### config.mk
export PLATFORM = sky130hd
export DESIGN_NAME = positional_insert_remove_array
export DESIGN_NICKNAME = d
export VERILOG_FILES = /design/src/rtl/pira_pkg.sv /design/src/rtl/pira_cell.sv /design/src/rtl/positional_insert_remove_array.sv
export SDC_FILE = /design/constraint.sdc
export NUM_CORES = 2
export LEC_CHECK = 0
export BUFFER_PORTS_ARGS = -buffer_cell sky130_fd_sc_hd__buf_2
export CORE_ASPECT_RATIO = 1.75
export CORE_MARGIN = 3
export CORE_UTILIZATION = 48
export CTS_CLUSTER_DIAMETER = 30
export DETAILED_ROUTE_END_ITERATION = 8
export GPL_ROUTABILITY_DRIVEN = 0
export GPL_TIMING_DRIVEN = 0
export SYNTH_ARGS = -nofsm -noshare
export SYNTH_HDL_FRONTEND = slang
export SYNTH_SLANG_ARGS = --single-unit
export TNS_END_PERCENT = 100
### constraint.sdc
create_clock -name clk -period 8 [get_ports clk]
set_input_delay 1.2 -clock clk [delete_from_list [all_inputs] [get_ports clk]]
set_output_delay 1.2 -clock clk [all_outputs]
set_load 0.01 [all_outputs]
### src/rtl/pira_pkg.sv
// ----------------------------------------------------------------------------
// pira_pkg
// Types and codes shared by the positional insert/remove list and its checker.
// ----------------------------------------------------------------------------
package pira_pkg;

  // Operation kinds carried by a request
  localparam logic [1:0] KIND_INSERT = 2'd0;
  localparam logic [1:0] KIND_REMOVE = 2'd1;
  localparam logic [1:0] KIND_READ   = 2'd2;
  localparam logic [1:0] KIND_CLEAR  = 2'd3;

  // Result status codes
  localparam logic [1:0] ST_OK    = 2'd0;
  localparam logic [1:0] ST_FULL  = 2'd1;
  localparam logic [1:0] ST_RANGE = 2'd2;
  localparam logic [1:0] ST_EMPTY = 2'd3;

  // Commands broadcast to the cell row
  localparam logic [1:0] CMD_HOLD   = 2'd0;
  localparam logic [1:0] CMD_INSERT = 2'd1;
  localparam logic [1:0] CMD_REMOVE = 2'd2;
  localparam logic [1:0] CMD_READ   = 2'd3;

  localparam int POS_W   = 5;
  localparam int VALUE_W = 32;
  localparam int COUNT_W = 5;

  typedef struct packed {
    logic [1:0]         kind;
    logic [POS_W-1:0]   position;
    logic [VALUE_W-1:0] value;
  } req_t;

  typedef struct packed {
    logic [VALUE_W-1:0] read_value;
    logic [COUNT_W-1:0] count;
    logic [1:0]         status;
  } rsp_t;

  typedef struct packed {
    logic [1:0]       op;
    logic [POS_W-1:0] position;
  } cell_cmd_t;

endpackage

### src/rtl/pira_cell.sv
// ----------------------------------------------------------------------------
// pira_cell
// One list slot: holds an element and moves it to or from its neighbors
// under the broadcast command.
// ----------------------------------------------------------------------------
module pira_cell #(
  parameter int EW    = 32,
  parameter int INDEX = 0
) (
  input  logic                clk,
  input  pira_pkg::cell_cmd_t cmd,
  input  logic [EW-1:0]       din,
  input  logic [EW-1:0]       lower,
  input  logic [EW-1:0]       upper,
  output logic [EW-1:0]       data,
  output logic [EW-1:0]       tap
);

  logic at_pos;
  logic above_pos;

  assign at_pos    = (32'(cmd.position) == 32'(INDEX));
  assign above_pos = (32'(INDEX) > 32'(cmd.position));

  always_ff @(posedge clk) begin
    case (cmd.op)
      pira_pkg::CMD_INSERT: begin
        if (at_pos) begin
          data <= din;
        end else if (above_pos) begin
          data <= lower;
        end
      end
      pira_pkg::CMD_REMOVE: begin
        // close the gap: this slot and everything above take the next one up
        if (at_pos || above_pos) begin
          data <= upper;
        end
      end
      default: begin
      end
    endcase
  end

  // read tap: zero unless this slot is the one being read
  always_ff @(posedge clk) begin
    if (cmd.op == pira_pkg::CMD_READ && at_pos) begin
      tap <= data;
    end else begin
      tap <= '0;
    end
  end

endmodule

### src/rtl/positional_insert_remove_array.sv
// ----------------------------------------------------------------------------
// positional_insert_remove_array
// Fixed-capacity contiguous list in a row of shifting cells. Insert, remove,
// read or clear by position; every request returns one response.
// ----------------------------------------------------------------------------
//  channel  | direction | handshake            | payload
//  ---------+-----------+----------------------+--------------------------
//  req      | in        | req_valid/req_ready  | kind, position, value
//  rsp      | out       | rsp_valid/rsp_ready  | read_value, count, status
//
//  For a request, the cells shift and latch their read taps on the transfer
//  edge, and the taps are combined into the response register on the next.
//  One request is in flight at a time; req_ready returns once the response
//  has been taken, so a stalled rsp holds off req.
//  Reset clears the entry count and holds req_ready low; cells keep their data.
// ----------------------------------------------------------------------------
module positional_insert_remove_array #(
  parameter int CAPACITY      = 16,
  parameter int ELEMENT_WIDTH = 32
) (
  input  logic           clk,
  input  logic           rst,
  input  logic           req_valid,
  output logic           req_ready,
  input  pira_pkg::req_t req,
  output logic           rsp_valid,
  input  logic           rsp_ready,
  output pira_pkg::rsp_t rsp
);

  localparam int CNT_W = $clog2(CAPACITY + 1);
  localparam int CMP_W = (CNT_W > pira_pkg::POS_W) ? CNT_W : pira_pkg::POS_W;
  localparam int EW    = ELEMENT_WIDTH;

  logic [CNT_W-1:0] count;
  logic [CNT_W-1:0] count_next;
  logic             busy;
  logic             accept;

  logic [1:0]          status_next;
  pira_pkg::cell_cmd_t cmd;
  logic [CMP_W-1:0]    pos_w;
  logic [CMP_W-1:0]    cnt_w;
  logic [CMP_W-1:0]    cnt_after_w;
  logic [63:0]         value_wide;
  logic [EW-1:0]       din;

  logic [EW-1:0] cell_data [CAPACITY];
  logic [EW-1:0] cell_tap  [CAPACITY];
  logic [EW-1:0] tap_or;
  logic [63:0]   tap_wide;

  assign accept    = req_valid && req_ready;
  assign req_ready = !rst && !busy && !rsp_valid;

  assign pos_w      = CMP_W'(req.position);
  assign cnt_w      = CMP_W'(count);
  assign value_wide = 64'(req.value);
  assign din        = value_wide[EW-1:0];

  always_comb begin
    status_next  = pira_pkg::ST_OK;
    count_next   = count;
    cmd.op       = pira_pkg::CMD_HOLD;
    cmd.position = req.position;
    case (req.kind)
      pira_pkg::KIND_INSERT: begin
        if (count == CNT_W'(CAPACITY)) begin
          status_next = pira_pkg::ST_FULL;
        end else if (pos_w > cnt_w) begin
          status_next = pira_pkg::ST_RANGE;
        end else begin
          cmd.op     = pira_pkg::CMD_INSERT;
          count_next = count + CNT_W'(1);
        end
      end
      pira_pkg::KIND_REMOVE, pira_pkg::KIND_READ: begin
        if (count == '0) begin
          status_next = pira_pkg::ST_EMPTY;
        end else if (pos_w >= cnt_w) begin
          status_next = pira_pkg::ST_RANGE;
        end else if (req.kind == pira_pkg::KIND_REMOVE) begin
          cmd.op     = pira_pkg::CMD_REMOVE;
          count_next = count - CNT_W'(1);
        end else begin
          cmd.op = pira_pkg::CMD_READ;
        end
      end
      default: begin
        count_next = '0;
      end
    endcase
    // cells only act on a transfer
    if (!accept) begin
      cmd.op = pira_pkg::CMD_HOLD;
    end
  end

  assign cnt_after_w = CMP_W'(count_next);

  for (genvar i = 0; i < CAPACITY; i++) begin : g_cell
    logic [EW-1:0] lower;
    logic [EW-1:0] upper;
    if (i == 0) begin : g_first
      assign lower = din;
    end else begin : g_mid_lo
      assign lower = cell_data[i-1];
    end
    if (i == CAPACITY - 1) begin : g_last
      assign upper = '0;
    end else begin : g_mid_hi
      assign upper = cell_data[i+1];
    end
    pira_cell #(
      .EW    (EW),
      .INDEX (i)
    ) u_cell (
      .clk   (clk),
      .cmd   (cmd),
      .din   (din),
      .lower (lower),
      .upper (upper),
      .data  (cell_data[i]),
      .tap   (cell_tap[i])
    );
  end

  // at most one tap is nonzero
  always_comb begin
    tap_or = '0;
    for (int i = 0; i < CAPACITY; i++) begin
      tap_or = tap_or | cell_tap[i];
    end
  end

  assign tap_wide = 64'(tap_or);

  always_ff @(posedge clk) begin
    if (rst) begin
      count     <= '0;
      busy      <= 1'b0;
      rsp_valid <= 1'b0;
    end else begin
      if (accept) begin
        count <= count_next;
        busy  <= 1'b1;
      end
      if (busy) begin
        busy      <= 1'b0;
        rsp_valid <= 1'b1;
      end else if (rsp_valid && rsp_ready) begin
        rsp_valid <= 1'b0;
      end
    end
  end

  always_ff @(posedge clk) begin
    if (accept) begin
      rsp.count  <= cnt_after_w[pira_pkg::COUNT_W-1:0];
      rsp.status <= status_next;
    end
    if (busy) begin
      rsp.read_value <= tap_wide[pira_pkg::VALUE_W-1:0];
    end
  end

endmodule

==> results.json <==
{
  "outcome": "finished, final reports clean",
  "path_cells": "buf_2 -> ha_1 -> a21oi_2 -> o221ai_2 -> a21oi_2 -> o21ai_0 -> ha_1 -> buf_2 -> buf_2 -> nor2_1 -> nor2_1 -> nor2_4 -> o21a_2 -> or2_2",
  "ys_top_cells_by_area": "sky130_fd_sc_hd__edfxtp_1 (39%), sky130_fd_sc_hd__dfxtp_1 (24%), sky130_fd_sc_hd__mux2i_1 (10%)",
  "first_pass_iters": 6,
  "cp-start-kind": "input port",
  "stdcell_area_um2": 50390,
  "final_max_slew_viol_count": 0,
  "leakage_nw": 19.01,
  "placed_cell_area_um2": 45230,
  "cts_post_setup_buffers_inserted": 0,
  "core_region_area_um2": 88280,
  "vias": 32300,
  "clock_tree.htree_level_count": 4,
  "clock_slew_at_reported_path_ffs_ps": 50,
  "power.density_cell_area_nw_per_um2": 255.8,
  "total_drc_errors_in_the_routed_layout": 0,
  "worst_path_largest_cell_delay_ps": 1120,
  "route.antenna.remaining_nets": 0,
  "cts_inserted_buffers": 143,
  "async_reset_ff_share_pct": 0,
  "average_footprint_of_a_synthesized_cell_um2": 11.60,
  "ys_ff_latch": 1070,
  "netlist.area_leader.share_pct": 38.64,
  "holdCritPathClass": "flip-flop to flip-flop",
  "most_used_flip_flop_cell_after_synthesis": "sky130_fd_sc_hd__edfxtp_1",
  "route.detailed.vias_per_inst": 6.171,
  "cp_data_arrival_time_ps": 6660,
  "slew_headroom_pct": 7.165,
  "peakVddDrop_mv": 0.1749,
  "die_height_um": 401.1,
  "final_util_pct": 57.08,
  "clock_tree.root_cell": "sky130_fd_sc_hd__clkbuf_16",
  "cts_resized": 0,
  "area_growth_pct": 17.67,
  "wirelength_um": 164000,
  "crit_path_max_fanout": 32,
  "crit_type": "input port to flip-flop",
  "max-cap-violations": 0,
  "num_rows": 144,
  "yosys.area_share.adder_pct": 0.3798,
  "yosysUniqueCellTypes": 64,
  "synth.area.mux_share_pct": 11.34,
  "route.detailed.wl_per_inst_um": 31.34,
  "timing.critical_path.max_delay_family": "simple AND/OR/NAND/NOR gates",
  "synth_edf_count": 551,
  "cts_num_sinks": 1070,
  "grt_use_total_pct": 34.77,
  "synth_largest_area_cell": "sky130_fd_sc_hd__edfxtp_1",
  "clock.fmax_mhz": 158.7,
  "synthXorXnorAreaFrac_pct": 0,
  "slowest_stage": "sky130_fd_sc_hd__or2_2",
  "synth.yosys.warnings": 0,
  "die_w_um": 231.8,
  "drt_iter0_markers": 3560,
  "post_synth_inst_count": 3693,
  "finish.net_count": 3995,
  "grt_pass1_wl_um": 228200,
  "setup_viol": 0,
  "buffer_ports.inserted": 83,
  "syn-cell-area_um2": 42830,
  "finalHoldViolations": 0,
  "grt_start_max_net_pins": 33,
  "cts-root-to-sink-buffers": 3,
  "fill_cells": 7634,
  "tritoncts": "done",
  "count_of_pins_on_the_block_boundary": 84,
  "synth-simple-area-share_pct": 15.58,
  "grt-ovfl-total": 0,
  "period_minus_slack_ps": 6302,
  "post_route_cells_drive_above_1_share_pct": 12.02,
  "first_global_vias": 32171,
  "fraction_of_the_cycle_the_final_worst_path_needs_pct": 78.78,
  "main_combinational_cell_family_by_area_after_synthesis": "simple AND/OR/NAND/NOR gates",
  "initial_core_util_pct": 48.51,
  "rsz_0062_raised_after_global_routing": "no",
  "die-area_um2": 92980,
  "worst-endpoint-required_ps": 8360,
  "antenna_found_initial": 5,
  "synth_seq_area_share_pct": 62.90,
  "dp.final_hpwl_um": 117400,
  "post_cts_hold_buffer_count": 0,
  "clk_latency_ps": 770,
  "finClkSkew_ps": 31.78,
  "critPathBufInv": 3,
  "synth-compound-area-share_pct": 6.574,
  "max_slew.worst_pin.slew_ps": 1393,
  "synth.net_count": 3749,
  "setup.worst_path.end_class": "flip-flop",
  "crit_path_frequent_cell": "sky130_fd_sc_hd__buf_2"
}
-- cells by family after synthesis --
kind of cell / count (synthesis)
AO/OA/AOI/OAI: 532
adder cells (fa/ha/maj): 13
buffers and inverters: 321
flip-flops: 1070
multiplexers: 481
AND/OR/NAND/NOR: 1276
-- flip-flops by register name, indices dropped and copies added, names as in the netlist --
signal,flops
cnt_w,5
g_cell.u_cell.data,512
rsp_valid,1
rsp,39
g_cell.u_cell.tap,512
busy,1
-- final cells by class --
| class | instances | area, um2 | area share [%] |
|---|---|---|---|
| tap | 1168 | 1461 | 2.900 |
| clock inverter | 80 | 883.3 | 1.753 |
| inverter | 19 | 71.32 | 0.1415 |
| multi-input combinational | 2302 | 14630 | 29.04 |
| timing repair buffer | 101 | 813.3 | 1.614 |
| buffer | 302 | 1311 | 2.602 |
| sequential | 1070 | 26940 | 53.45 |
| antenna | 5 | 12.51 | 0.02483 |
| clock buffer | 187 | 4272 | 8.476 |
-- per-layer routing --
layer,vias to the layer above,global-route usage [%],part of all wire [%]
li1,13902,-,-
met1,15973,38.32,35
met2,1777,58.83,49
met3,646,8.312,8.2
met4,2,24.01,8.2
met5,-,0,0.0079
-- worst reg2reg max path, delay by kind of cell (launching register included) --
family / cells / cell delay, ps
and+or+nand+nor: 5 / 2640
AOI/OAI and AO/OA: 4 / 1430
adders and majority gates: 2 / 680
buffers and inverters: 3 / 620
DFF: 1 / 490
-- path summary, 6_finish.rpt --
kind                            slack, ps                   endpoint  cells after the start                startpoint
worst max-delay path                 1700  g_cell[6].u_cell.data[15]                     14                   req[34]
worst min-delay path                  470    g_cell[0].u_cell.tap[5]                      1  g_cell[0].u_cell.data[5]
worst max register to register       1720  g_cell[6].u_cell.data[15]                     14                  cnt_w[4]
worst min register to register        470    g_cell[0].u_cell.tap[5]                      1  g_cell[0].u_cell.data[5]
-- power breakdown --
part           switching, mW  internal (mW)
sequential            0.0158           5.76
combinational          0.199         0.0831
clock                   2.58           4.26
total                   2.79           10.1
-- through the flow --
| step | hold WS [ps] | instances | setup WS, ps | power [mW] | TNS (ps) |
|---|---|---|---|---|---|
| CTS | 466.0 | 5229 | 1771 | 12.89 | 0 |
| finish | 467.9 | 5234 | 1698 | 12.89 | 0 |
| floorplan | 447.3 | 3693 | 1479 | 6.032 | 0 |
| global route | 479.5 | 5229 | 1575 | 13.14 | 0 |
| global placement | 453.1 | 4944 | -3454 | 6.161 | -429330 |
| detailed placement | 456.4 | 4962 | 1001 | 6.170 | 0 |
-- cells in the final DEF, fill, tap and decap left out, types with 3 or more instances in the layout --
cell type and n:
sky130_fd_sc_hd__inv_1 18, sky130_fd_sc_hd__mux2_2 33, sky130_fd_sc_hd__mux2i_1 448, sky130_fd_sc_hd__or2_2 4, sky130_fd_sc_hd__a21oi_1 41, sky130_fd_sc_hd__buf_4 39, sky130_fd_sc_hd__and2_1 35, sky130_fd_sc_hd__nand3_1 4
sky130_fd_sc_hd__edfxtp_1 551, sky130_fd_sc_hd__inv_6 13, sky130_fd_sc_hd__o21ai_1 50, sky130_fd_sc_hd__buf_16 5, sky130_fd_sc_hd__nand2_1 524, sky130_fd_sc_hd__clkinv_2 17, sky130_fd_sc_hd__clkbuf_1 256, sky130_fd_sc_hd__nand2b_1 4
sky130_fd_sc_hd__clkinvlp_4 11, sky130_fd_sc_hd__dfxtp_1 518, sky130_fd_sc_hd__buf_12 13, sky130_fd_sc_hd__nand4_1 32, sky130_fd_sc_hd__nor4_1 128, sky130_fd_sc_hd__buf_2 101, sky130_fd_sc_hd__ha_1 13, sky130_fd_sc_hd__bufinv_16 14
sky130_fd_sc_hd__inv_8 3, sky130_fd_sc_hd__buf_1 3, sky130_fd_sc_hd__nor2_1 19, sky130_fd_sc_hd__inv_4 9, sky130_fd_sc_hd__a21oi_4 6, sky130_fd_sc_hd__diode_2 5, sky130_fd_sc_hd__nor2_4 20, sky130_fd_sc_hd__o21ai_0 403
sky130_fd_sc_hd__clkbuf_16 165, sky130_fd_sc_hd__nor3_1 9, sky130_fd_sc_hd__clkinv_1 6, sky130_fd_sc_hd__a211oi_1 4, sky130_fd_sc_hd__clkbuf_8 6, sky130_fd_sc_hd__and3_1 481, sky130_fd_sc_hd__clkinv_4 6
-- cell usage after synthesis, types with 2 or more instances --
| master | n |
|---|---|
| sky130_fd_sc_hd__nand3b_1 | 2 |
| sky130_fd_sc_hd__a211oi_1 | 4 |
| sky130_fd_sc_hd__o21ai_1 | 50 |
| sky130_fd_sc_hd__and3_1 | 481 |
| sky130_fd_sc_hd__buf_2 | 18 |
| sky130_fd_sc_hd__buf_4 | 39 |
| sky130_fd_sc_hd__a221o_1 | 2 |
| sky130_fd_sc_hd__nand2_1 | 524 |
| sky130_fd_sc_hd__buf_1 | 3 |
| sky130_fd_sc_hd__mux2_2 | 33 |
| sky130_fd_sc_hd__inv_1 | 18 |
| sky130_fd_sc_hd__nand4_1 | 32 |
| sky130_fd_sc_hd__a21oi_1 | 46 |
| sky130_fd_sc_hd__and3_2 | 2 |
| sky130_fd_sc_hd__o2bb2ai_1 | 2 |
| sky130_fd_sc_hd__a221oi_1 | 2 |
| sky130_fd_sc_hd__clkbuf_1 | 240 |
| sky130_fd_sc_hd__or2_2 | 4 |
| sky130_fd_sc_hd__nand3_1 | 4 |
| sky130_fd_sc_hd__a21o_1 | 2 |
| sky130_fd_sc_hd__mux2i_1 | 448 |
| sky130_fd_sc_hd__nor2_1 | 28 |
| sky130_fd_sc_hd__nand2b_1 | 4 |
| sky130_fd_sc_hd__nor4_1 | 128 |
| sky130_fd_sc_hd__ha_1 | 13 |
| sky130_fd_sc_hd__nor2_4 | 11 |
| sky130_fd_sc_hd__o21a_1 | 2 |
| sky130_fd_sc_hd__and2_1 | 35 |
| sky130_fd_sc_hd__and4_1 | 2 |
| sky130_fd_sc_hd__a21oi_2 | 2 |
| sky130_fd_sc_hd__nor3_1 | 9 |
| sky130_fd_sc_hd__dfxtp_1 | 519 |
| sky130_fd_sc_hd__o21ai_0 | 403 |
| sky130_fd_sc_hd__edfxtp_1 | 551 |
Power figures use the tool's default switching activity.
